[src/sv/rdoc_pkg.sv]
// ----------------------------------------------------------------------------
// rdoc_pkg
// Shared widths and constants of the range digit occurrence counter.
// ----------------------------------------------------------------------------
`timescale 1ns / 1ps

package rdoc_pkg;

  localparam int VAL_W      = 30;
  localparam int OCC_W      = 34;
  localparam int DIG_W      = 4;
  localparam int NUM_DIGITS = 10;
  localparam int NUM_POS    = 10;
  localparam int BCD_W      = NUM_POS * DIG_W;
  localparam int POS_W      = 4;
  localparam int BCNT_W     = 5;

  localparam logic [DIG_W-1:0] LAST_DIGIT = DIG_W'(NUM_DIGITS - 1);
  localparam logic [POS_W-1:0] LAST_POS   = POS_W'(NUM_POS - 1);

endpackage

[src/sv/rdoc_bcd.sv]
// ----------------------------------------------------------------------------
// rdoc_bcd
// Binary to decimal converter: shift-and-add-three, one bit per cycle.
// ----------------------------------------------------------------------------
`timescale 1ns / 1ps

module rdoc_bcd import rdoc_pkg::*; (
  input  logic             clk_i,
  input  logic             rst_ni,
  input  logic             start_i,
  input  logic [VAL_W-1:0] value_i,
  output logic             done_o,
  output logic [BCD_W-1:0] bcd_o
);

  logic              busy_q;
  logic              done_q;
  logic [BCNT_W-1:0] cnt_q;
  logic [VAL_W-1:0]  bin_q;
  logic [BCD_W-1:0]  bcd_q;
  logic [BCD_W-1:0]  adj;

  always_comb begin
    for (int i = 0; i < NUM_POS; i++) begin
      if (bcd_q[i*DIG_W +: DIG_W] >= DIG_W'(5)) begin
        adj[i*DIG_W +: DIG_W] = bcd_q[i*DIG_W +: DIG_W] + DIG_W'(3);
      end else begin
        adj[i*DIG_W +: DIG_W] = bcd_q[i*DIG_W +: DIG_W];
      end
    end
  end

  always_ff @(posedge clk_i or negedge rst_ni) begin
    if (!rst_ni) begin
      busy_q <= 1'b0;
      done_q <= 1'b0;
      cnt_q  <= '0;
    end else begin
      done_q <= 1'b0;
      if (start_i) begin
        busy_q <= 1'b1;
        cnt_q  <= '0;
      end else if (busy_q) begin
        cnt_q <= cnt_q + BCNT_W'(1);
        if (cnt_q == BCNT_W'(VAL_W - 1)) begin
          busy_q <= 1'b0;
          done_q <= 1'b1;
        end
      end
    end
  end

  always_ff @(posedge clk_i) begin
    if (start_i) begin
      bin_q <= value_i;
      bcd_q <= '0;
    end else if (busy_q) begin
      bin_q <= {bin_q[VAL_W-2:0], 1'b0};
      bcd_q <= {adj[BCD_W-2:0], bin_q[VAL_W-1]};
    end
  end

  assign done_o = done_q;
  assign bcd_o  = bcd_q;

endmodule
[config.mk]
export PLATFORM = sky130hd
export DESIGN_NAME = rdoc_bcd
export DESIGN_NICKNAME = d
export VERILOG_FILES = /design/src/sv/rdoc_pkg.sv /design/src/sv/rdoc_bcd.sv
export SDC_FILE = /design/constraint.sdc
export NUM_CORES = 1
export LEC_CHECK = 0
export ABC_AREA = 0
export BUFFER_PORTS_ARGS = -buffer_cell sky130_fd_sc_hd__buf_4
export CORE_MARGIN = 2
export CORE_UTILIZATION = 56
export CTS_CLUSTER_DIAMETER = 50
export DETAILED_ROUTE_END_ITERATION = 8
export PLACE_DENSITY = 0.85
export SETUP_SLACK_MARGIN = 0.05
export SLEW_MARGIN = 20
export SYNTH_ARGS = -nofsm -noshare
export SYNTH_HDL_FRONTEND = slang
export SYNTH_SLANG_ARGS = --single-unit
[constraint.sdc]
create_clock -name clk_i -period 2.6 [get_ports clk_i]
set_input_delay 0.39 -clock clk_i [delete_from_list [all_inputs] [get_ports clk_i]]
set_output_delay 0.39 -clock clk_i [all_outputs]
set_load 0.005 [all_outputs]
==> results.md <==
* First-pass GRT wire length at about 13000 µm
* Number of diodes at 0
* Ys Warns at 0
* Crit share post-route at between 60% and 70%
* Vias per inst at between 5 and 6
* CP Launch Type: register
* I/O pin count at 74
* Max_cap viols at 0
* Syn-to-layout area delta at 19.4%
* Slew @ Worst Pin at between 0.7 and 0.8 ns
* Post-synth EDFFs at 30
* Crit Path Category: register to register
* Tot GR Track Use at 21.8%
* Final Max Slew Viols at 0
* Bufs on Longest Clock Path at 2
* Largest fanout on the critical path at 18
* Unrepaired setup endpoints after global routing: no
* Yosys cell types at 37
* Post-synth net total at ~460
* Core ar. at 6870 µm²
* Die area at around 8000 µm²
* Final setup viols at 0
* CP Cell Sequence: nor2b_1 > a21bo_2 > o32ai_1
* Fillers at between 400 and 500
* Drt wl/cell at approximately 15 µm
* Die width at 88.9 µm
* Share of post-route cells with drive strength above 1 at 30.4%
* Mean area per synthesized cell at between 10 and 15 µm²
* WL final at 8370 µm
* Via count at around 3200
* Post-route antenna net violation count at 0
* Most common cell after layout, fill and taps aside: buf_4
* Design Area, Final at between 4000 and 5000 µm²
* Die height at approximately 90 µm
* Top FF cell, synth: dfxtp_1
* Register area share after synthesis at 46.5%
* PD cells at 489 nW/µm²
* CTS sink count at between 70 and 80
* Final Hold Fails at 0
* GR Overflow Total at 0
* Synth async-reset ratio at a little under a tenth
* Initial DRC count at 146
* Largest net degree at the start of global routing at 49
* Post-route worst setup slack at 0.902 ns
* Max transition margin at about half
* Most frequent cells in the layout: buf_4, dfxtp_1, inv_1, edfxtp_1
* Pre-CTS setup slack at slightly below 0.8 ns
* Row Count at 30
* Setup_tns at 0 ns
* CP arrival at 1.95 ns
* GPL Wtd Cong at roughly 0.87
* TritonRoute pass-1 iters at 4
* VDD IR max at 0.000374 V
* Register area at around 1900 µm²
* Setup Buffers After CTS at 0
* Crit path capture type: register
* Cells after Synth at 400
* Root Driver: clkbuf_8
* Leakage at 1.88 nW
* # DRC at 0
* Number of global-route vias before repair at roughly 3000
* HP Class: input pin to register
* Post-cts sizing count at 0
* Post-Syn Area at approximately 4000 µm²
* Status: complete, no violations
* Tot Pwr at between 2 and 2.5 mW
* H-tree levels at 3
* Slowest CP cell: nor2b_1
* Antenna violations before repair at 0
* # port buffers at between 70 and 80
* Worst path required time at 2.86 ns
* Clk_skew at 0.00484 ns
* Num CTS Buffers at 9
* Dpl hpwl at between 5000 and 6000 µm
* Insertion delay to the later sink of the worst-skew pair at about 0.34 ns
* Initial Util at around three fifths
* Area taken by multi-input logic gates at ~1900 µm²
* Clock Pin Slew Worst Setup and Hold Paths at 0.08 ns
* Seq cells post-synth at slightly below 80
* CP peak stage delay at about 0.67 ns
* NumNets Final at around 520
* TritonCTS clock tree: built
* Placed cell areas at about 4600 µm²
* Tmin final at between 1.5 and 2 ns
* F_max at between 500 and 600 MHz
path summary, 6_finish.rpt:
kind,slack [ns],cells past startpoint,to,start
max,0.90,3,bcd_o[9]$_SDFFE_PP0P_,busy_q$_DFF_PN0_
min,0.34,2,bin_q[0]$_SDFFCE_PN0P_,value_i[0]
max reg2reg,0.90,3,bcd_o[9]$_SDFFE_PP0P_,busy_q$_DFF_PN0_
min reg2reg,0.52,2,bcd_o[39]$_SDFFE_PP0P_,bcd_o[39]$_SDFFE_PP0P_
max in group asynchronous,2.06,2,busy_q$_DFF_PN0_,rst_ni
min in group asynchronous,0.39,2,done_o$_DFF_PN0_,rst_ni
logic make-up (layout without fill, tap and decap cells):
family          count (synthesis)  count (layout)  share of synthesized area [%]
compound gates                115             115                           19.9
simple gates                   92              92                           11.3
flops                          77              77                           46.5
buf+inv                        59             133                           6.04
mux                            30              30                           8.34
fa+ha+maj                      22              22                           6.82
xor+xnor                        5               5                           1.09
area by class of cell:
cell class                 instances  share of cell area (%)
multi-input combinational        264                    39.7
sequential                        77                    39.0
timing repair buffer              78                    12.2
clock buffer                      14                    3.37
inverter                          39                    3.04
tap                               96                    2.49
clock inverter                     2                   0.208
synthesized netlist by cell type (all sizes together) (3+ instances only):
library cell  count  area (µm²)
dfxtp            40         801
inv              39         146
o21ai            37         185
edfxtp           30         901
a21oi            29         145
mux2             29         327
ha               22         275
nor2             22        82.6
nand2            21        78.8
buf              17        86.3
nand4            12        75.1
nand3            10        50.1
o32ai            10        87.6
nor3              9        45.0
o22a              9        88.8
o22ai             9        56.3
a21bo             8        80.1
a311oi            8         120
or3               8        50.1
dfrtp             7         175
clkbuf            3        11.3
xor2              3        26.3
power breakdown:
part	total (mW)	switching, mW	internal [mW]
Combinational	0.194	0.0803	0.114
Clock	0.813	0.415	0.398
Sequential	1.35	0.0321	1.32
Total	2.36	0.527	1.83
through the flow:
stage	instances	util [%]	hold slack, ns
finish	570	70.2	0.337
CTS	570	70.2	0.315
detailed placement	553	67.5	0.212
global route	570	70.2	0.325
floorplan	400	-	0.0944
global placement	553	67.5	0.211
state kept, by name, summed over array words and instances, names as in the netlist:
register,count
bcd_o,40
busy_q,1
cnt_q,5
bin_q,30
done_o,1
worst max-delay path: cells and delay by family (launching register included):
kind | cells | cell delay (ns)
AND/OR/NAND/NOR | 1 | 0.67
flip-flops | 1 | 0.54
AO/OA/AOI/OAI | 2 | 0.39
per-layer routing:
metal | GRT usage [%] | routed length, µm
met1 | 27.1 | 3540
met2 | 36.1 | 4230
met3 | 6.09 | 447
met4 | 8.82 | 153
met5 | 0 | 0
repair_timing:
| item | CTS | global route |
|---|---|---|
| hold buffers | 1 | 0 |
| hold endpoints to repair | 7 | 0 |
| endpoints found under the setup margin | 0 | 0 |
Note: power is estimated with default switching activity, not from simulation.
